[config.mk]
export PLATFORM = sky130hd
export DESIGN_NAME = subnet_address_allocator_core
export DESIGN_NICKNAME = d
export VERILOG_FILES = /design/src/rtl/sna_pkg.sv /design/src/rtl/sna_ram.sv /design/src/rtl/sna_front.sv /design/src/rtl/sna_back.sv /design/src/rtl/sna_resq.sv /design/src/rtl/subnet_address_allocator_core.sv
export SDC_FILE = /design/constraint.sdc
export NUM_CORES = 1
export LEC_CHECK = 0
export BUFFER_PORTS_ARGS = -buffer_cell sky130_fd_sc_hd__buf_2
export CORE_ASPECT_RATIO = 2
export CORE_UTILIZATION = 30
export CTS_CLUSTER_DIAMETER = 30
export CTS_CLUSTER_SIZE = 24
export DETAILED_ROUTE_END_ITERATION = 8
export HOLD_SLACK_MARGIN = 0.15
export SYNTH_ARGS = -nofsm -noshare
export SYNTH_HDL_FRONTEND = slang
export SYNTH_SLANG_ARGS = --single-unit
[constraint.sdc]
create_clock -name clk -period 39.2 [get_ports clk]
set_clock_uncertainty 0.1 [all_clocks]
set_input_delay 7.84 -clock clk [delete_from_list [all_inputs] [get_ports clk]]
set_output_delay 7.84 -clock clk [all_outputs]
set_load 0.005 [all_outputs]
[src/rtl/sna_pkg.sv]
// ----------------------------------------------------------------------------
// sna_pkg: shared types and constants of the subnet address allocator
// Widths of the tree, item and result types, status and kind codes.
// ----------------------------------------------------------------------------
package sna_pkg;

	localparam int MAX_HOST_BITS = 8;
	localparam int ADDR_W        = 32;
	// heap node index: nodes 1 .. 2^(MAX_HOST_BITS+1)-1, leaves included
	localparam int NODE_W        = MAX_HOST_BITS + 1;
	localparam int NODE_DEPTH    = 1 << NODE_W;
	localparam int COUNT_W       = MAX_HOST_BITS + 1;
	localparam int HB_W          = $clog2(MAX_HOST_BITS + 1);
	localparam int PLEN_W        = 5;
	localparam int REG_IDX_W     = 1;

	typedef logic [ADDR_W-1:0]        addr_t;
	typedef logic [NODE_W-1:0]        node_t;
	typedef logic [COUNT_W-1:0]       cnt_t;
	typedef logic [MAX_HOST_BITS-1:0] host_t;
	typedef logic [HB_W-1:0]          hbits_t;
	typedef logic [PLEN_W-1:0]        plen_t;

	typedef enum logic [REG_IDX_W-1:0] {
		REG_SUBNET_BASE   = 1'b0,
		REG_PREFIX_LENGTH = 1'b1
	} reg_idx_t;

	typedef enum logic [0:0] {
		KIND_ALLOC = 1'b0,
		KIND_FREE  = 1'b1
	} kind_t;

	typedef enum logic [1:0] {
		STS_OK        = 2'd0,
		STS_EXHAUSTED = 2'd1,
		STS_NOT_ALLOC = 2'd2,
		STS_RESERVED  = 2'd3
	} status_t;

	localparam plen_t PLEN_RESET = plen_t'(24);

	// decoded configuration
	typedef struct packed {
		addr_t base;
		addr_t hmask;     // host bits of an address
		node_t leaves;    // 2^H, heap index of host 0
		logic  one_host;  // H == 1: root is full at init
	} cfg_t;

	// classified item handed from front to back
	typedef struct packed {
		kind_t kind;
		host_t host;
		logic  in_net;
		logic  reserved;
		logic  want;      // allocate naming an address in the subnet
	} cmd_t;

	typedef struct packed {
		status_t status;
		addr_t   assigned;
		cnt_t    free_count;
	} res_t;

endpackage

[src/rtl/sna_ram.sv]
// ----------------------------------------------------------------------------
// sna_ram: generic RAM
// One write port, one read port, registered read data, no reset of contents.
// ----------------------------------------------------------------------------
module sna_ram #(
	parameter int WIDTH = 1,
	parameter int DEPTH = 512
) (
	input  logic                     clk,
	input  logic                     we,
	input  logic [$clog2(DEPTH)-1:0] waddr,
	input  logic [WIDTH-1:0]         wdata,
	input  logic [$clog2(DEPTH)-1:0] raddr,
	output logic [WIDTH-1:0]         rdata
);

	logic [WIDTH-1:0] mem_q [DEPTH];

	always_ff @(posedge clk) begin
		if (we) begin
			mem_q[waddr] <= wdata;
		end
		rdata <= mem_q[raddr];
	end

endmodule

[src/rtl/sna_front.sv]
// ----------------------------------------------------------------------------
// sna_front: item intake
// Classifies each accepted item against the subnet and queues it (2 deep).
// ----------------------------------------------------------------------------
module sna_front (
	input  logic          clk,
	input  logic          arst_n,
	input  sna_pkg::cfg_t cfg,
	input  logic          take,
	input  logic          kind,
	input  logic [31:0]   address,
	output logic          q_full,
	output logic          cmd_valid,
	output sna_pkg::cmd_t cmd,
	input  logic          cmd_pop
);

	sna_pkg::cmd_t cls;
	sna_pkg::cmd_t q_mem_q [2];
	logic          wr_ptr_q;
	logic          rd_ptr_q;
	logic [1:0]    cnt_q;
	sna_pkg::addr_t host_bits;

	always_comb begin
		host_bits    = address & cfg.hmask;
		cls.kind     = sna_pkg::kind_t'(kind);
		cls.host     = sna_pkg::host_t'(host_bits);
		cls.in_net   = ((address ^ cfg.base) & ~cfg.hmask) == '0;
		cls.reserved = (host_bits == '0) || (host_bits == cfg.hmask);
		cls.want     = (cls.kind == sna_pkg::KIND_ALLOC) && (address != '0) && cls.in_net;
	end

	assign q_full    = cnt_q[1];
	assign cmd_valid = cnt_q != 2'd0;
	assign cmd       = q_mem_q[rd_ptr_q];

	always_ff @(posedge clk) begin
		if (take) begin
			q_mem_q[wr_ptr_q] <= cls;
		end
	end

	always_ff @(posedge clk or negedge arst_n) begin
		if (!arst_n) begin
			wr_ptr_q <= 1'b0;
			rd_ptr_q <= 1'b0;
			cnt_q    <= 2'd0;
		end else begin
			if (take) begin
				wr_ptr_q <= ~wr_ptr_q;
			end
			if (cmd_pop) begin
				rd_ptr_q <= ~rd_ptr_q;
			end
			unique case ({take, cmd_pop})
				2'b10:   cnt_q <= cnt_q + 2'd1;
				2'b01:   cnt_q <= cnt_q - 2'd1;
				default: cnt_q <= cnt_q;
			endcase
		end
	end

endmodule

[src/rtl/sna_back.sv]
// ----------------------------------------------------------------------------
// sna_back: tree sequencer
// Owns the full-mark tree RAM, the free count and the clearing pass; runs
// lookup, descent and path update for one item at a time.
// ----------------------------------------------------------------------------
module sna_back (
	input  logic          clk,
	input  logic          arst_n,
	input  sna_pkg::cfg_t cfg,
	input  logic          init,
	output logic          clearing,
	input  logic          cmd_valid,
	input  sna_pkg::cmd_t cmd,
	output logic          cmd_pop,
	input  logic          res_full,
	output logic          res_push,
	output sna_pkg::res_t res
);

	typedef enum logic [6:0] {
		S_IDLE   = 7'b0000001,
		S_LEAF   = 7'b0000010,
		S_ROOT   = 7'b0000100,
		S_DESC   = 7'b0001000,
		S_UPRD   = 7'b0010000,
		S_UPCHK  = 7'b0100000,
		S_UPFREE = 7'b1000000
	} state_t;

	localparam sna_pkg::node_t ROOT = sna_pkg::node_t'(1);

	state_t         state_q, state_d;
	sna_pkg::node_t node_q, node_d;
	sna_pkg::cmd_t  item_q, item_d;
	sna_pkg::cnt_t  free_q, free_d;
	logic           clr_q;
	sna_pkg::node_t clr_cnt_q;

	logic           ram_we;
	sna_pkg::node_t ram_waddr;
	logic [0:0]     ram_wdata;
	sna_pkg::node_t ram_raddr;
	logic [0:0]     ram_rdata;

	sna_pkg::node_t leaf_in, leaf_q, last_leaf, chosen;
	logic           clr_val;

	sna_ram #(
		.WIDTH (1),
		.DEPTH (sna_pkg::NODE_DEPTH)
	) u_tree (
		.clk   (clk),
		.we    (ram_we),
		.waddr (ram_waddr),
		.wdata (ram_wdata),
		.raddr (ram_raddr),
		.rdata (ram_rdata)
	);

	assign clearing  = clr_q;
	assign leaf_in   = cfg.leaves | sna_pkg::node_t'(cmd.host);
	assign leaf_q    = cfg.leaves | sna_pkg::node_t'(item_q.host);
	assign last_leaf = sna_pkg::node_t'({cfg.leaves, 1'b0} - 1'b1);
	assign chosen    = ram_rdata[0] ? (node_q | ROOT) : node_q;
	// reserved hosts are taken; with a single host bit both leaves are, so the root is full
	assign clr_val   = (clr_cnt_q == cfg.leaves) || (clr_cnt_q == last_leaf) ||
	                   (cfg.one_host && (clr_cnt_q == ROOT));

	always_comb begin
		state_d      = state_q;
		node_d       = node_q;
		item_d       = item_q;
		free_d       = free_q;
		cmd_pop      = 1'b0;
		ram_we       = 1'b0;
		ram_waddr    = node_q;
		ram_wdata    = 1'b0;
		ram_raddr    = node_q;
		res_push     = 1'b0;
		res.status   = sna_pkg::STS_OK;
		res.assigned = '0;
		res.free_count = free_q;

		unique case (state_q)
			S_IDLE: begin
				if (!clr_q && cmd_valid && !res_full) begin
					cmd_pop = 1'b1;
					item_d  = cmd;
					if (cmd.kind == sna_pkg::KIND_ALLOC) begin
						if (cmd.want) begin
							ram_raddr = leaf_in;
							state_d   = S_LEAF;
						end else begin
							ram_raddr = ROOT;
							state_d   = S_ROOT;
						end
					end else if (!cmd.in_net) begin
						res_push   = 1'b1;
						res.status = sna_pkg::STS_NOT_ALLOC;
					end else if (cmd.reserved) begin
						res_push   = 1'b1;
						res.status = sna_pkg::STS_RESERVED;
					end else begin
						ram_raddr = leaf_in;
						state_d   = S_LEAF;
					end
				end
			end
			S_LEAF: begin
				// read data is the taken mark of the named host
				if (item_q.kind == sna_pkg::KIND_ALLOC) begin
					if (!ram_rdata[0]) begin
						ram_we         = 1'b1;
						ram_waddr      = leaf_q;
						ram_wdata      = 1'b1;
						node_d         = leaf_q;
						free_d         = free_q - 1'b1;
						res_push       = 1'b1;
						res.assigned   = cfg.base | sna_pkg::addr_t'(item_q.host);
						res.free_count = free_d;
						state_d        = S_UPRD;
					end else begin
						ram_raddr = ROOT;
						state_d   = S_ROOT;
					end
				end else begin
					if (!ram_rdata[0]) begin
						res_push   = 1'b1;
						res.status = sna_pkg::STS_NOT_ALLOC;
						state_d    = S_IDLE;
					end else begin
						ram_we         = 1'b1;
						ram_waddr      = leaf_q;
						ram_wdata      = 1'b0;
						node_d         = leaf_q;
						free_d         = free_q + 1'b1;
						res_push       = 1'b1;
						res.free_count = free_d;
						state_d        = S_UPFREE;
					end
				end
			end
			S_ROOT: begin
				if (ram_rdata[0]) begin
					res_push   = 1'b1;
					res.status = sna_pkg::STS_EXHAUSTED;
					state_d    = S_IDLE;
				end else begin
					node_d    = sna_pkg::node_t'(2);
					ram_raddr = sna_pkg::node_t'(2);
					state_d   = S_DESC;
				end
			end
			S_DESC: begin
				// node_q is the left child just read; step right if it is full
				if (chosen >= cfg.leaves) begin
					ram_we         = 1'b1;
					ram_waddr      = chosen;
					ram_wdata      = 1'b1;
					node_d         = chosen;
					free_d         = free_q - 1'b1;
					res_push       = 1'b1;
					res.assigned   = cfg.base | sna_pkg::addr_t'(chosen ^ cfg.leaves);
					res.free_count = free_d;
					state_d        = S_UPRD;
				end else begin
					node_d    = sna_pkg::node_t'({chosen, 1'b0});
					ram_raddr = sna_pkg::node_t'({chosen, 1'b0});
				end
			end
			S_UPRD: begin
				// node_q just became full: look at its sibling
				if (node_q == ROOT) begin
					state_d = S_IDLE;
				end else begin
					ram_raddr = node_q ^ ROOT;
					state_d   = S_UPCHK;
				end
			end
			S_UPCHK: begin
				if (ram_rdata[0]) begin
					ram_we    = 1'b1;
					ram_waddr = node_q >> 1;
					ram_wdata = 1'b1;
					node_d    = node_q >> 1;
					state_d   = S_UPRD;
				end else begin
					state_d = S_IDLE;
				end
			end
			S_UPFREE: begin
				// a freed host clears every mark on its path
				if (node_q == ROOT) begin
					state_d = S_IDLE;
				end else begin
					ram_we    = 1'b1;
					ram_waddr = node_q >> 1;
					ram_wdata = 1'b0;
					node_d    = node_q >> 1;
				end
			end
			default: state_d = S_IDLE;
		endcase

		if (clr_q) begin
			ram_we    = 1'b1;
			ram_waddr = clr_cnt_q;
			ram_wdata = clr_val;
			free_d    = sna_pkg::cnt_t'(cfg.leaves - 2'd2);
		end
	end

	always_ff @(posedge clk) begin
		item_q <= item_d;
		node_q <= node_d;
	end

	always_ff @(posedge clk or negedge arst_n) begin
		if (!arst_n) begin
			state_q   <= S_IDLE;
			free_q    <= '0;
			clr_q     <= 1'b1;
			clr_cnt_q <= '0;
		end else begin
			state_q <= init ? S_IDLE : state_d;
			free_q  <= free_d;
			if (init) begin
				clr_q     <= 1'b1;
				clr_cnt_q <= '0;
			end else if (clr_q) begin
				clr_cnt_q <= clr_cnt_q + 1'b1;
				if (clr_cnt_q == '1) begin
					clr_q <= 1'b0;
				end
			end
		end
	end

endmodule

[src/rtl/sna_resq.sv]
// ----------------------------------------------------------------------------
// sna_resq: result queue
// Two-entry queue of finished results facing the output side.
// ----------------------------------------------------------------------------
module sna_resq (
	input  logic          clk,
	input  logic          arst_n,
	input  logic          push,
	input  sna_pkg::res_t din,
	output logic          full,
	output logic          empty,
	input  logic          pop,
	output sna_pkg::res_t dout
);

	sna_pkg::res_t mem_q [2];
	logic          wr_ptr_q;
	logic          rd_ptr_q;
	logic [1:0]    cnt_q;
	logic          take;

	assign full  = cnt_q[1];
	assign empty = cnt_q == 2'd0;
	assign dout  = mem_q[rd_ptr_q];
	assign take  = pop && !empty;

	always_ff @(posedge clk) begin
		if (push) begin
			mem_q[wr_ptr_q] <= din;
		end
	end

	always_ff @(posedge clk or negedge arst_n) begin
		if (!arst_n) begin
			wr_ptr_q <= 1'b0;
			rd_ptr_q <= 1'b0;
			cnt_q    <= 2'd0;
		end else begin
			if (push) begin
				wr_ptr_q <= ~wr_ptr_q;
			end
			if (take) begin
				rd_ptr_q <= ~rd_ptr_q;
			end
			unique case ({push, take})
				2'b10:   cnt_q <= cnt_q + 2'd1;
				2'b01:   cnt_q <= cnt_q - 2'd1;
				default: cnt_q <= cnt_q;
			endcase
		end
	end

endmodule

[src/rtl/subnet_address_allocator_core.sv]
// ----------------------------------------------------------------------------
// subnet_address_allocator_core: host address allocator for one subnet
// Binary tree of full marks over the host numbers, queue ports on both sides.
// ----------------------------------------------------------------------------
// Usage: push an item (kind 0 allocate, kind 1 free) with an address; one
// result item per input item comes out in order with a status, the handed-out
// address (subnet_base OR host, 0 when nothing was handed out) and the number
// of free hosts left. After reset and after every configuration write the
// block runs a clearing pass over the whole tree RAM, holding full high; the
// hosts all-zero and all-ones start reserved. Items are processed one at a
// time by a sequencer around a single tree RAM with one read port and
// registered read data: a free outside the subnet or of a reserved host is
// answered at once, a free of a host not handed out after a leaf read, a free
// that releases a host clears the marks on its path; an allocate of the named
// address reads its leaf and falls back to a search of the lowest free host
// if it is taken, then marks full parents up its path. A 2-entry input queue
// and a 2-entry result queue let either side stall without stopping the other.
// ----------------------------------------------------------------------------
module subnet_address_allocator_core (
	input  logic        clk,
	input  logic        arst_n,
	// input items
	input  logic        push,
	output logic        full,
	input  logic        kind,
	input  logic [31:0] address,
	// result items
	output logic        empty,
	input  logic        pop,
	output logic [1:0]  status,
	output logic [31:0] assigned_address,
	output logic [8:0]  free_count,
	// configuration
	input  logic        wr_en,
	input  logic [0:0]  wr_index,
	input  logic [31:0] wr_data
);

	sna_pkg::addr_t  base_q;
	sna_pkg::plen_t  plen_q;
	sna_pkg::hbits_t hbits;
	sna_pkg::cfg_t   cfg;

	logic          front_full;
	logic          clearing;
	logic          take;
	logic          cmd_valid;
	logic          cmd_pop;
	sna_pkg::cmd_t cmd;
	logic          res_full;
	logic          res_push;
	sna_pkg::res_t res_in;
	sna_pkg::res_t res_out;

	// configuration registers; any write restarts the map
	always_ff @(posedge clk or negedge arst_n) begin
		if (!arst_n) begin
			base_q <= '0;
			plen_q <= sna_pkg::PLEN_RESET;
		end else if (wr_en) begin
			unique case (sna_pkg::reg_idx_t'(wr_index))
				sna_pkg::REG_SUBNET_BASE:   base_q <= wr_data;
				sna_pkg::REG_PREFIX_LENGTH: plen_q <= wr_data[sna_pkg::PLEN_W-1:0];
				default:                    base_q <= base_q;
			endcase
		end
	end

	// host bits: 32 - prefix, saturated at the tree height
	always_comb begin
		if ({1'b0, plen_q} < 6'(sna_pkg::ADDR_W - sna_pkg::MAX_HOST_BITS)) begin
			hbits = sna_pkg::hbits_t'(sna_pkg::MAX_HOST_BITS);
		end else begin
			hbits = sna_pkg::hbits_t'(6'(sna_pkg::ADDR_W) - {1'b0, plen_q});
		end
		cfg.base     = base_q;
		cfg.leaves   = sna_pkg::node_t'(1) << hbits;
		cfg.hmask    = sna_pkg::addr_t'(cfg.leaves) - 1'b1;
		cfg.one_host = hbits == sna_pkg::hbits_t'(1);
	end

	assign full = front_full || clearing;
	assign take = push && !full;

	sna_front u_front (
		.clk       (clk),
		.arst_n    (arst_n),
		.cfg       (cfg),
		.take      (take),
		.kind      (kind),
		.address   (address),
		.q_full    (front_full),
		.cmd_valid (cmd_valid),
		.cmd       (cmd),
		.cmd_pop   (cmd_pop)
	);

	sna_back u_back (
		.clk       (clk),
		.arst_n    (arst_n),
		.cfg       (cfg),
		.init      (wr_en),
		.clearing  (clearing),
		.cmd_valid (cmd_valid),
		.cmd       (cmd),
		.cmd_pop   (cmd_pop),
		.res_full  (res_full),
		.res_push  (res_push),
		.res       (res_in)
	);

	sna_resq u_resq (
		.clk    (clk),
		.arst_n (arst_n),
		.push   (res_push),
		.din    (res_in),
		.full   (res_full),
		.empty  (empty),
		.pop    (pop),
		.dout   (res_out)
	);

	assign status           = res_out.status;
	assign assigned_address = res_out.assigned;
	assign free_count       = res_out.free_count;

endmodule

==> Word-level counts from Yosys, hierarchy flattened <==
Memories as Yosys holds them, arrays and structs flattened. A register that Yosys moved wholly into a read port is not among the register bits.
Cells that the tools add are included.
{ "totals": {"reg_bits": 89, "ram_bits": 622, "mem_count": 3} }
{ "memory_table": {"columns": ["memory", "depth", "word_bits", "rd", "rd_ports_with_merged_regs", "wr", "line", "text"], "rows": [
  ["u_back.u_tree.mem_q", 512, 1, 1, 1, 1, "sna_ram.sv:17", "logic [WIDTH-1:0] mem_q [DEPTH];"],
  ["u_resq.mem_q", 2, 43, 1, 0, 1, "sna_resq.sv:16", "sna_pkg::res_t mem_q [2];"],
  ["u_front.q_mem_q", 2, 12, 1, 0, 1, "sna_front.sv:19", "sna_pkg::cmd_t q_mem_q [2];"]
]} }
{ "classes": {"n_eq_ne": 25, "reduce_logical": 30, "add_sub_neg": 11, "n_mux": 88, "n_lt_le_gt_ge": 2, "bitwise_logic": 16, "shift": 1} }
{ "op_table": {"columns": ["op", "count"], "rows": [
  ["$mux 9", 24],
  ["$pmux 9 s5", 2],
  ["$mux 41", 2],
  ["$pmux 41 s2", 1],
  ["$and 32x32->32", 2],
  ["$logic_not 32->1", 2],
  ["$mux 7", 9],
  ["$pmux 7 s7", 1],
  ["$pmux 9 s4", 1],
  ["$eq 32x32->1", 1],
  ["$mux 32", 1],
  ["$not 32->32", 1],
  ["$or 32x32->32", 1],
  ["$or 32x8->32", 1],
  ["$reduce_bool 32->1", 1],
  ["$xor 32x32->32", 1],
  ["$mux 1", 28],
  ["$add 9x1->9 const B", 2],
  ["$eq 9x1->1 const B", 2],
  ["$eq 9x9->1", 2],
  ["$or 9x8->9", 2],
  ["$pmux 9 s2", 1],
  ["$sub 9x1->9 const B", 2],
  ["$mux 2", 6],
  ["43 further kinds", 77]
]} }

==> Logic depth before layout (Yosys ltp) <==
Gate-level depths: netlist (run 1).
{ "depth": {"depth_word": 9, "ltp_mapped": 26, "mapped_depth_nobuf": 21} }

==> Modules after synthesis <==
A second synthesis (run 1) with hierarchy kept.
{ "unflattened": {"cells_unflattened": 2731, "area_unflattened_um2": 34633.2} }
{ "modules_own_cells": {"columns": ["module", "n_inst", "area_per_inst_um2", "cells_each"], "rows": [
  ["sna_ram", 1, 22609.2, 1615],
  ["sna_back", 1, 4752.1, 621],
  ["sna_resq", 1, 3488.3, 150],
  ["sna_front", 1, 1979.4, 196],
  ["subnet_address_allocator_core", 1, 1804.2, 149]
]} }

==> Worst setup path before layout (run 1) <==
No wires, ideal clock.
{ "synth_path": {"path_kind": "reg-to-reg", "start": "register plen_q[0]", "end": "memory u_back.u_tree.mem_q[0], data pin", "slack_ns": 18.598, "stages_incl_launch_ff": 16, "arrival_time_ns": 17.311, "path_buffers": 2, "synth_period_minus_slack_ns": 20.602, "required_ns": 35.909, "path_cell_list": "dfrtp_1 -> buf_1 -> inv_1 -> ha_1 -> or2_2 -> o21ai_0 -> and2_1 -> clkbuf_1 -> nand2_1 -> nor3_1 -> a21oi_1 -> o22ai_1 -> nand2_1 -> nor3_1 -> a31oi_1 -> a32oi_1"} }
{ "synth_via": {"elab_chain_len": 8, "word_cells_on_any_way": 15} }
{ "synth_rtl": {"columns": ["item", "line", "text"], "rows": [
  ["start: declaration", "subnet_address_allocator_core.sv:40", "sna_pkg::plen_t plen_q;"],
  ["start signal: assignment", "subnet_address_allocator_core.sv:59", "plen_q <= sna_pkg::PLEN_RESET;"],
  ["start signal: assignment", "subnet_address_allocator_core.sv:63", "sna_pkg::REG_PREFIX_LENGTH: plen_q <= wr_data[sna_pkg::PLEN_W-1:0];"],
  ["$sub 1x4->4 / $lt 5x5->1 (equally long branches)", "subnet_address_allocator_core.sv:74, subnet_address_allocator_core.sv:71", null],
  ["$mux 4 *", "subnet_address_allocator_core.sv:71", "if ({1'b0, plen_q} < 6'(sna_pkg::ADDR_W - sna_pkg::MAX_HOST_BITS)) begin"],
  ["$shl 1x4->9", "subnet_address_allocator_core.sv:77", "cfg.leaves = sna_pkg::node_t'(1) << hbits;"],
  ["$sub 9x1->9", "sna_back.sv:63", "assign last_leaf = sna_pkg::node_t'({cfg.leaves, 1'b0} - 1'b1);"],
  ["$eq 9x9->1", "sna_back.sv:66", "assign clr_val = (clr_cnt_q == cfg.leaves) || (clr_cnt_q == last_leaf) ||"],
  ["$logic_or 1x1->1 (2 in a row)", "sna_back.sv:66", null],
  ["$mux 1 *", "sna_back.sv:205", "if (clr_q) begin"],
  ["net u_back.ram_wdata", "sna_back.sv:41", "logic [0:0] ram_wdata;"],
  ["end: declaration", "sna_ram.sv:17", null]
]} }
Mark *: on every way through the listed nets, which the timed path passes. The rest lies on a longest branch.

==> Final worst setup path (run 1) <==
{ "layout_path": {"start": "register u_resq.rd_ptr_q", "end": "output port assigned_address[20]"} }
{ "layout_via": {"elab_chain_len": 1} }
{ "layout_rtl": {"columns": ["item", "line", "text"], "rows": [
  ["start: declaration", "sna_resq.sv:18", "logic rd_ptr_q;"],
  ["start signal: assignment", "sna_resq.sv:43", "rd_ptr_q <= ~rd_ptr_q;"],
  ["$mem_v2 2x43", null, null],
  ["end: declaration", "subnet_address_allocator_core.sv:31", "output logic [31:0] assigned_address,"]
]} }
Every way passes these cells.

==> results.py, run 1 <==
metrics = {
    "status": {
        "status": "finished clean",
    },
    "power_and_ir_drop": {
        "p_clk_share_pct": 43.1,
        "swShare_pct": 27.6,
        "p_comb_share_pct": 11.0,
        "irDropWorstVdd_mv": 0.0352,
        "p_seq_share_pct": 45.9,
        "p_switching_mw": 0.531,
        "p_int_mw": 1.39,
        "p_leak_nw": 13.4,
        "power.density_nw_per_um2": 49.1,
    },
    "clock_tree": {
        "clock_latency_ns": 0.68,
        "htree_levels": 3,
        "clk_pin_slew_ns": 0.07,
        "post_cts.repair.setup_buffers": 0,
        "cts_made_buffers": 83,
        "cts_resized": 0,
        "root_buffer": "clkbuf_16",
        "cts_tree": "done",
        "cts.sinks": 712,
        "cts_buffer_depth": 3,
        "hold_buffers": 0,
    },
    "grt": {
        "grtUsageTotal_pct": 17.6,
        "grt_pass1_vias": 24520,
        "grt.overflow.total": 0,
        "grt_max_degree": 274,
        "antenna_found_initial": 1,
        "grt_pass1_wl_um": 153000,
    },
    "detailed_routing": {
        "wl_met1_um": 34500,
        "drc": 0,
        "routed-wl-met3_um": 5720,
        "drt_iter0_markers": 2095,
        "avgRoutedWirePerCell_um": 21.6,
        "viasPerCell": 5.26,
        "wl_met2_um": 55300,
        "routed-via-count": 25230,
        "ant_nets": 0,
        "highest_layer": "met4",
        "firstDrtPassIters": 6,
        "wl_um": 103000,
    },
    "synth": {
        "synth-edff-count": 640,
        "avgSynthCellArea_um2": 10.7,
        "synth_compound_area_share_pct": 7.63,
        "async_flop_share_pct": 9.97,
        "ys_seq_area_share_pct": 61.4,
        "synth_top_family_by_area": "simple AND/OR/NAND/NOR gates",
        "syn_area_um2": 34300,
        "synth_xor_area_share_pct": 2.02,
        "synth-adder-area-share_pct": 0.913,
        "ys_types": 91,
        "synth_seq_cells": 712,
        "synth_nets": 3296,
        "synth_top_flop_cell": "edfxtp_1",
        "muxShareOfSynthArea_pct": 4.23,
        "yosysWarnings": 0,
        "synthSimpleGateAreaFrac_pct": 20.3,
        "synth_cells": 3200,
    },
    "floorplan": {
        "ios": 116,
        "die_area_um2": 116000,
        "rows": 175,
        "coreArea_um2": 113000,
        "die_h_um": 480,
        "die_x_um": 241,
        "initial_core_util_pct": 30.2,
    },
    "place": {
        "hpwlAfterDp_um": 64000,
        "place_ws_ns": 29.18,
        "io_buffers": 115,
        "globalplace.congestion": 0.947,
    },
    "timing": {
        "maxSlewViolCount": 0,
        "whs_ns": 0.393,
        "fmax_ghz": 0.0973,
        "rsz0062_at_grt": "no",
        "slew_headroom_pct": 16.7,
        "setup_violations": 0,
        "fin_ws_ns": 28.92,
        "hold_viol_final": 0,
        "period_share_pct": 26.2,
        "worst_pin_slew_ns": 1.25,
        "min_period_ns": 10.28,
        "fin_tns_setup_ns": 0,
    },
    "setup_path": {
        "startpoint_type": "flop",
        "required_ns": 31.26,
        "ff2ff_path_depth": 21,
        "cp-end-kind": "output port",
        "crit_arrival_ns": 2.34,
        "critical_path.max_fanout": 44,
        "critical_path_class": "flop to output port",
    },
    "cells_and_area": {
        "syn_to_final_growth_pct": 14.4,
        "mostFrequentLayoutCell": "edfxtp_1",
        "drive_above_1_share_pct": 14.4,
        "final_core_utilization_pct": 34.6,
        "mostFrequentLayoutCells": "edfxtp_1, nor2_1, nand2_1",
        "num-nets-final": 3315,
    },
    "run": {
        "drv_cap": 0,
    },
    "worst_hold_path": {
        "min_path_type": "flop to flop",
        "hold_depth": 1,
    },
}
[sequential cells by signal, summed over array words and instances, names as in the netlist]
signal / count
base_q: 32
plen_q: 5
u_back.clearing: 1
u_back.clr_cnt_q: 9
u_back.free_q: 9
u_back.item_q: 9
u_back.node_q: 9
u_back.state_q: 7
u_back.u_tree.mem_q: 512
u_back.u_tree.rdata: 1
u_front.cnt_q: 2
u_front.q_mem_q: 24
u_front.rd_ptr_q: 1
u_front.wr_ptr_q: 1
u_resq.cnt_q: 2
u_resq.mem_q: 86
u_resq.rd_ptr_q: 1
u_resq.wr_ptr_q: 1
[power groups by stage]
stage / clock network (mW) / logic (mW) / registers (mW)
6_report: 0.830 / 0.212 / 0.883
5_1_grt: 0.869 / 0.230 / 0.885
4_1_cts: 0.842 / 0.211 / 0.883
3_5_place_dp: 0 / 0.210 / 0.900
3_3_place_gp: 0 / 0.206 / 0.899
2_1_floorplan: 0 / 0.144 / 0.908
[logic make-up after synthesis]
logic type               count (synthesis)
buffers and inverters                  263
adder cells (fa/ha/maj)                 25
flip-flops                             712
AO/OA/AOI/OAI                          366
multiplexers                           133
AND/OR/NAND/NOR                       1622
XOR/XNOR                                79
[stage by stage]
stage	instances	power, mW	instance area, um^2
global placement	4638	1.10	36200
floorplan	3200	1.05	34300
detailed placement	4638	1.11	36200
finish	4795	1.92	39200
CTS	4794	1.94	39200
global route	4795	1.98	39200
[routing by layer]
metal  vias up  GRT usage, %
met4         0          12.7
li1      11396             -
met5         -             0
met2      1005          33.0
met1     12518          17.3
met3       311          2.72
[Yosys cell counts, types with 5 or more instances]
| cell | count | share of area, % |
|---|---|---|
| nand2_1 | 576 | 6.3 |
| a211oi_1 | 12 | 0.26 |
| xnor2_1 | 39 | 1.0 |
| nor2_1 | 638 | 7.0 |
| a221oi_1 | 8 | 0.20 |
| o21a_1 | 6 | 0.13 |
| edfxtp_1 | 640 | 56 |
| clkbuf_1 | 117 | 1.3 |
| nor2b_1 | 17 | 0.31 |
| o22ai_1 | 7 | 0.13 |
| and3_1 | 58 | 1.1 |
| buf_1 | 26 | 0.28 |
| o22a_1 | 5 | 0.13 |
| or2_2 | 10 | 0.18 |
| a21oi_1 | 63 | 0.92 |
| buf_2 | 63 | 0.92 |
| o21ai_0 | 59 | 0.86 |
| nor3_1 | 27 | 0.39 |
| a211o_1 | 10 | 0.26 |
| a311oi_1 | 31 | 0.79 |
| inv_1 | 28 | 0.31 |
| mux2_2 | 93 | 3.1 |
| buf_4 | 18 | 0.39 |
| a22oi_1 | 21 | 0.46 |
| and2_1 | 34 | 0.62 |
| nor4_1 | 17 | 0.31 |
| a221o_1 | 13 | 0.38 |
| ha_1 | 25 | 0.91 |
| mux2i_1 | 40 | 1.2 |
| nand3_1 | 157 | 2.3 |
| o221ai_1 | 6 | 0.15 |
| a31oi_1 | 41 | 0.75 |
| nand4_1 | 28 | 0.51 |
| buf_6 | 7 | 0.23 |
| or3_1 | 13 | 0.24 |
| xor2_1 | 40 | 1.0 |
| o211ai_1 | 11 | 0.24 |
| o31ai_1 | 5 | 0.11 |
| a32oi_1 | 15 | 0.38 |
| nand2b_1 | 19 | 0.35 |
| dfrtp_1 | 67 | 4.9 |
[worst max-delay path, stage by stage (launching register included)]
cell	delay [ns]
dfrtp_2	1.05
mux2_2	0.44
buf_2	0.13
[layout make-up]
cell class | instances | area, um^2
Multi-Input combinational cell | 2225 | 12200
Inverter | 30 | 113
Timing Repair Buffer | 167 | 1010
Sequential cell | 712 | 21000
Clock inverter | 70 | 907
Clock buffer | 86 | 2110
Tap cell | 1504 | 1880
Antenna cell | 1 | 2.50
Fill cell | 11398 | 74200
[final timing paths]
path / from / endpoint / slack (ns)
max in group asynchronous: arst_n / u_front.wr_ptr_q$_DFFE_PN0P_ / 30.97
setup reg to reg: plen_q[0]$_DFFE_PN0P_ / u_back.u_tree.rdata$_DFF_P_ / 31.25
min in group asynchronous: arst_n / u_back.state_q[3]$_DFFE_PN0P_ / 6.92
setup / recovery: u_resq.rd_ptr_q$_DFFE_PN0P_ / assigned_address[20] / 28.92
hold reg to reg: u_front.cnt_q[1]$_DFFE_PN0P_ / u_front.cnt_q[1]$_DFFE_PN0P_ / 0.39
hold / removal: u_front.cnt_q[1]$_DFFE_PN0P_ / u_front.cnt_q[1]$_DFFE_PN0P_ / 0.39
No activity file was read; power rests on OpenSTA's default activity.
==> run 2, diff against run 1 <==
==> constraint.sdc (replaced) <==
create_clock -name clk -period 10.1 [get_ports clk]
set_clock_uncertainty 0.1 [all_clocks]
set_input_delay 2.02 -clock clk [delete_from_list [all_inputs] [get_ports clk]]
set_output_delay 2.02 -clock clk [all_outputs]
set_load 0.005 [all_outputs]
==> run 2 against run 1 <==
Critical path depth rose by 17. Hold slack lost 0.0027 ns. Cell area about the same. Setup slack worse by 26 ns. Clock power grew to 3.9 times the previous value. Sequential cell count did not move.
==> results.py, run 2 (synthesized netlist as in run 1, its figures left out) <==
metrics = {
    "place": {
        "place_ws_ns": 2.82,
        "io_buffers": 115,
        "place_inst": 4642,
        "place_area_um2": 36300,
        "hpwlAfterDp_um": 65100,
        "globalplace.congestion": 0.936,
    },
    "setup_path": {
        "critical_path.max_fanout": 82,
        "startpoint_type": "flop",
        "required_ns": 10.62,
        "crit_arrival_ns": 7.94,
        "r2r_end": "u_back.u_tree.rdata$_DFF_P_",
        "crit_end": "u_back.u_tree.rdata$_DFF_P_",
        "critPathMaxStageDelay_ns": 0.84,
        "crit_slowest_cell": "o41ai_1",
        "cp-end-kind": "flop",
        "critical_path_class": "flop to flop",
        "ff2ff_path_depth": 19,
        "crit_chain": "inv_1 -> ha_1 -> o41ai_1 -> inv_1 -> ha_1 -> a21oi_1 -> o21ai_0 -> a211oi_1 -> a211oi_1 -> o221ai_4 -> buf_12 -> nand2_1 -> and3_1 -> a31oi_1 -> o22ai_1 -> o22a_1 -> a2111oi_0 -> a211o_1 -> a41o_1",
        "timing.rr.start": "plen_q[0]$_DFFE_PN0P_",
        "crit_path_start": "plen_q[0]$_DFFE_PN0P_",
        "r2r_slack_ns": 2.68,
    },
    "power_and_ir_drop": {
        "power.density_nw_per_um2": 191,
        "p_leak_nw": 13.5,
        "irDropWorstVdd_mv": 0.149,
    },
    "clock_tree": {
        "hold_buffers": 0,
        "cts_tree": "done",
        "clock_latency_ns": 0.68,
        "cts_made_buffers": 82,
        "cts_buffer_depth": 3,
        "post_cts.repair.setup_buffers": 0,
        "clk_pin_slew_ns": 0.07,
        "htree_levels": 3,
        "cts.sinks": 712,
        "root_buffer": "clkbuf_16",
        "cts_resized": 0,
    },
    "grt": {
        "antenna_found_initial": 2,
        "grtUsageTotal_pct": 18.1,
        "busiest_layer": "met2",
        "grtUsageMet3_pct": 2.58,
        "grt_pass1_vias": 25032,
        "grtUsageMet2_pct": 33.4,
        "grt_pass1_wl_um": 156000,
        "grt.overflow.total": 0,
        "grt_use_met1_pct": 17.8,
        "grt_max_degree": 273,
    },
    "cells_and_area": {
        "num-nets-final": 3318,
        "largest_reg_flops": 512,
        "seq_area_um2": 21000,
        "syn_to_final_growth_pct": 14.5,
        "regMostFlops": "u_back.u_tree.mem_q",
        "drive_above_1_share_pct": 14.2,
        "mostFrequentLayoutCell": "edfxtp_1",
        "reg_top3": "u_back.u_tree.mem_q x512, u_resq.mem_q x86, base_q x32",
        "mostFrequentLayoutCells": "edfxtp_1, nor2_1, nand2_1",
        "final_area_um2": 39200,
        "multi_input_area_um2": 12200,
        "instances_no_fill": 4795,
        "fill_cells": 11369,
    },
    "floorplan": {
        "die_h_um": 480,
        "die_x_um": 241,
        "rows": 175,
        "coreArea_um2": 113000,
        "ios": 116,
        "die_area_um2": 116000,
        "initial_core_util_pct": 30.2,
    },
    "timing": {
        "fmax_ghz": 0.135,
        "fin_tns_setup_ns": 0,
        "worst_pin_slew_ns": 1.26,
        "whs_ns": 0.390,
        "rsz0062_at_grt": "no",
        "period_share_pct": 73.4,
        "min_period_ns": 7.42,
        "hold_viol_final": 0,
        "slew_headroom_pct": 16.0,
        "setup_violations": 0,
        "maxSlewViolCount": 0,
        "fin_ws_ns": 2.68,
    },
    "detailed_routing": {
        "avgRoutedWirePerCell_um": 22.0,
        "wl_um": 105000,
        "drt_iter0_markers": 2128,
        "routed-via-count": 25126,
        "viasPerCell": 5.24,
        "ant_nets": 0,
        "drc": 0,
        "firstDrtPassIters": 6,
    },
    "worst_hold_path": {
        "hold_start": "u_front.cnt_q[1]$_DFFE_PN0P_",
        "hold_depth": 1,
        "min_path_type": "flop to flop",
    },
    "status": {
        "status": "finished clean",
    },
    "run": {
        "drv_cap": 0,
    },
}
-- run 2: cell count changes in the layout (fill, tap and decap cells not counted), sizes merged --
cell,delta
buf,+4
bufinv,+1
clkinvlp,-9
clkinv,+1
inv,-4
clkbuf,+7
-- run 2: how the worst min path moves through the flow --
stage,endpoint,slack (ns)
2_1_floorplan,u_front.wr_ptr_q$_DFFE_PN0P_,0.36
3_3_place_gp,u_front.cnt_q[1]$_DFFE_PN0P_,0.38
3_5_place_dp,u_front.wr_ptr_q$_DFFE_PN0P_,0.38
4_1_cts,u_front.wr_ptr_q$_DFFE_PN0P_,0.39
5_1_grt,u_front.wr_ptr_q$_DFFE_PN0P_,0.42
6_report,u_front.cnt_q[1]$_DFFE_PN0P_,0.39
-- run 2: final cells by class --
class | instances | area share (%)
timing repair buffer | 171 | 2.74
tap | 1504 | 4.80
antenna | 1 | 0.00638
sequential | 712 | 53.6
clock buffer | 93 | 5.47
multi-input combinational | 2225 | 31.0
inverter | 30 | 0.287
clock inverter | 59 | 2.11
-- run 2: critical path, delay by kind of cell, from the launching register on --
family / cells / cell delay (ns)
adders and majority gates: 2 / 0.89
AOI/OAI and AO/OA: 12 / 4.52
and+or+nand+nor: 2 / 0.28
buffers and inverters: 3 / 0.84
DFF: 1 / 0.61
-- run 2: where the power goes --
group          leakage [nW]  internal, mW  switching [mW]  total (mW)
Clock                  1.43          1.78            1.43        3.21
Combinational          5.29         0.327           0.512       0.839
Sequential             6.75          3.33           0.101        3.43
-- run 2: routing by layer --
| metal | share of wire [%] | routed length [um] |
|---|---|---|
| met4 | 8.1 | 8530 |
| met3 | 5.9 | 6190 |
| met1 | 33 | 34900 |
| met5 | 0.012 | 13 |
| met2 | 53 | 55700 |
-- run 2: per-stage QoR --
step / utilization, % / total power, mW
after floorplan: - / 4.01
after global placement: 32.0 / 4.32
after detailed placement: 32.0 / 4.32
after CTS: 34.6 / 7.52
after global routing: 34.6 / 7.71
final: 34.6 / 7.48
==> run 3, diff against run 2 <==
==> constraint.sdc (replaced) <==
create_clock -name clk -period 7.6 [get_ports clk]
set_clock_uncertainty 0.1 [all_clocks]
set_input_delay 1.52 -clock clk [delete_from_list [all_inputs] [get_ports clk]]
set_output_delay 1.52 -clock clk [all_outputs]
set_load 0.005 [all_outputs]
==> run 3 against run 2 <==
Combinational power grew 38%. Maximum frequency rose by 12%. Count of clock-buffer cells in the layout shrank 11. Register-to-register slack worse by 1.7 ns. Sequential power increased by 33%. Cell count up 0.15%. First-iteration DRC count is 0.70% higher. Utilization grew 0.16 points. Critical path depth unchanged. Total power is 31% higher. Largest power group unchanged.
==> results.py, run 3 (synthesized netlist as in run 1, its figures left out) <==
metrics = {
    "status": {
        "status": "finished clean",
    },
    "worst_hold_path": {
        "hold_start": "u_front.wr_ptr_q$_DFFE_PN0P_",
        "min_path_type": "flop to flop",
        "min_to": "u_front.wr_ptr_q$_DFFE_PN0P_",
        "hold_depth": 1,
    },
    "cells_and_area": {
        "num-nets-final": 3331,
        "fill_cells": 11394,
        "regMostFlops": "u_back.u_tree.mem_q",
        "final_core_utilization_pct": 34.7,
        "final_area_um2": 39400,
        "mostFrequentLayoutCells": "edfxtp_1, nor2_1, nand2_1",
        "reg_top3": "u_back.u_tree.mem_q x512, u_resq.mem_q x86, base_q x32",
        "drive_above_1_share_pct": 15.1,
        "syn_to_final_growth_pct": 15.1,
        "mostFrequentLayoutCell": "edfxtp_1",
        "largest_reg_flops": 512,
    },
    "run": {
        "drv_cap": 0,
    },
    "clock_tree": {
        "cts_buffer_depth": 3,
        "hold_buffers": 0,
        "htree_levels": 3,
        "cts.sinks": 712,
        "root_buffer": "clkbuf_16",
        "cts_made_buffers": 79,
        "clk_pin_slew_ns": 0.08,
        "post_cts.repair.setup_buffers": 0,
        "clock_latency_ns": 0.70,
        "cts_resized": 0,
        "cts_tree": "done",
    },
    "detailed_routing": {
        "ant_nets": 0,
        "drt_iter0_markers": 2143,
        "firstDrtPassIters": 6,
        "avgRoutedWirePerCell_um": 22.2,
        "drc": 0,
        "routed-via-count": 25370,
        "viasPerCell": 5.28,
        "wl_um": 106000,
    },
    "setup_path": {
        "path_common_cell": "a211o_1",
        "startpoint_type": "flop",
        "timing.rr.start": "plen_q[0]$_DFFE_PN0P_",
        "critPathMaxStageDelay_ns": 0.91,
        "critical_path_class": "flop to flop",
        "r2r_slack_ns": 0.98,
        "crit_family": "simple AND/OR/NAND/NOR gates",
        "worst-path-buf-inv": 2,
        "crit_chain": "inv_6 -> ha_4 -> nand2b_1 -> o21ai_0 -> nand3_1 -> inv_1 -> ha_1 -> nor2b_1 -> o21ai_1 -> a211o_1 -> a211o_1 -> o21ai_1 -> nand2_1 -> nor2_1 -> nand3_1 -> and4_1 -> a2111oi_0 -> a211o_1 -> a41o_1",
        "r2r_end": "u_back.u_tree.rdata$_DFF_P_",
        "crit_slowest_cell": "nor2_1",
        "cp-end-kind": "flop",
        "ff2ff_path_depth": 19,
        "required_ns": 8.14,
        "crit_arrival_ns": 7.16,
        "critical_path.max_fanout": 13,
    },
    "timing": {
        "min_period_ns": 6.62,
        "fin_tns_setup_ns": 0,
        "maxSlewViolCount": 0,
        "setup_violations": 0,
        "slew_headroom_pct": 24.7,
        "period_share_pct": 87.0,
        "hold_viol_final": 0,
        "rsz0062_at_grt": "no",
        "fmax_ghz": 0.151,
        "worst_pin_slew_ns": 1.13,
    },
    "floorplan": {
        "die_x_um": 241,
        "initial_core_util_pct": 30.2,
        "rows": 175,
        "die_h_um": 480,
        "die_area_um2": 116000,
        "ios": 116,
        "coreArea_um2": 113000,
    },
    "place": {
        "globalplace.congestion": 0.946,
        "place_area_um2": 36600,
        "hpwlAfterDp_um": 69300,
        "io_buffers": 115,
    },
    "power_and_ir_drop": {
        "p_leak_nw": 13.5,
        "irDropWorstVdd_mv": 0.213,
        "power.density_nw_per_um2": 248,
    },
    "grt": {
        "antenna_found_initial": 2,
        "grt_pass1_vias": 25340,
        "grtUsageTotal_pct": 18.3,
        "grt_max_degree": 119,
        "grt.overflow.total": 0,
        "grt_pass1_wl_um": 158000,
    },
}
[run 3: changes by cell type in the layout (fill, tap and decap cells not counted), sizes merged]
cell | before | now
buf | 171 | 187
clkbuf | 93 | 82
clkinvlp | 3 | 8
diode | 1 | 2
inv | 54 | 50
[run 3: stage by stage]
stage,worst slack (ns),hold slack (ns),total power [mW],instances
6_report,0.985,0.397,9.77,4802
5_1_grt,0.756,0.422,10.1,4802
3_5_place_dp,1.16,0.385,5.79,4658
2_1_floorplan,-1.36,0.361,5.35,3200
4_1_cts,1.12,0.400,9.84,4800
3_3_place_gp,1.24,0.379,5.78,4658
[run 3: area by class of cell]
cell class / instances / area (um^2) / area share (%)
flip-flops and latches: 712 / 21000 / 53.3
multi-input cells: 2225 / 12300 / 31.2
clock buffers: 82 / 1990 / 5.04
well taps: 1504 / 1880 / 4.78
repair buffers: 187 / 1290 / 3.28
clock inverters: 60 / 806 / 2.04
inverters: 30 / 118 / 0.298
diodes: 2 / 5.00 / 0.0127
[run 3: report_power, final]
part,switching (mW),internal (mW),total [mW]
Clock,1.84,2.23,4.06
Sequential,0.136,4.41,4.55
Combinational,0.700,0.460,1.16
[run 3: how the worst max path moves through the flow]
stage | cells after the start | slack (ns) | from | end
global placement | 20 | 1.24 | plen_q[0]$_DFFE_PN0P_ | u_back.u_tree.rdata$_DFF_P_
CTS | 19 | 1.12 | plen_q[0]$_DFFE_PN0P_ | u_back.u_tree.rdata$_DFF_P_
detailed placement | 19 | 1.16 | plen_q[0]$_DFFE_PN0P_ | u_back.u_tree.rdata$_DFF_P_
global route | 21 | 0.76 | plen_q[0]$_DFFE_PN0P_ | u_back.u_tree.rdata$_DFF_P_
floorplan | 15 | -1.36 | plen_q[0]$_DFFE_PN0P_ | u_back.u_tree.mem_q[0]$_DFFE_PP_
finish | 19 | 0.98 | plen_q[0]$_DFFE_PN0P_ | u_back.u_tree.rdata$_DFF_P_
[run 3: worst register-to-register path, stage by stage, from the launching register on]
cell,delay (ns)
dfrtp_1,0.80
inv_6,0.09
ha_4,0.20
nand2b_1,0.20
o21ai_0,0.17
nand3_1,0.37
inv_1,0.36
ha_1,0.29
nor2b_1,0.12
o21ai_1,0.13
a211o_1,0.38
a211o_1,0.39
o21ai_1,0.17
nand2_1,0.50
nor2_1,0.92
nand3_1,0.14
and4_1,0.23
a2111oi_0,0.38
a211o_1,0.40
a41o_1,0.23
[run 3: routing by layer]
metal,track usage [%],part of all wire (%)
met5,0,0
met4,13.0,7.2
met3,2.26,5.5
met2,34.7,54
met1,17.9,33
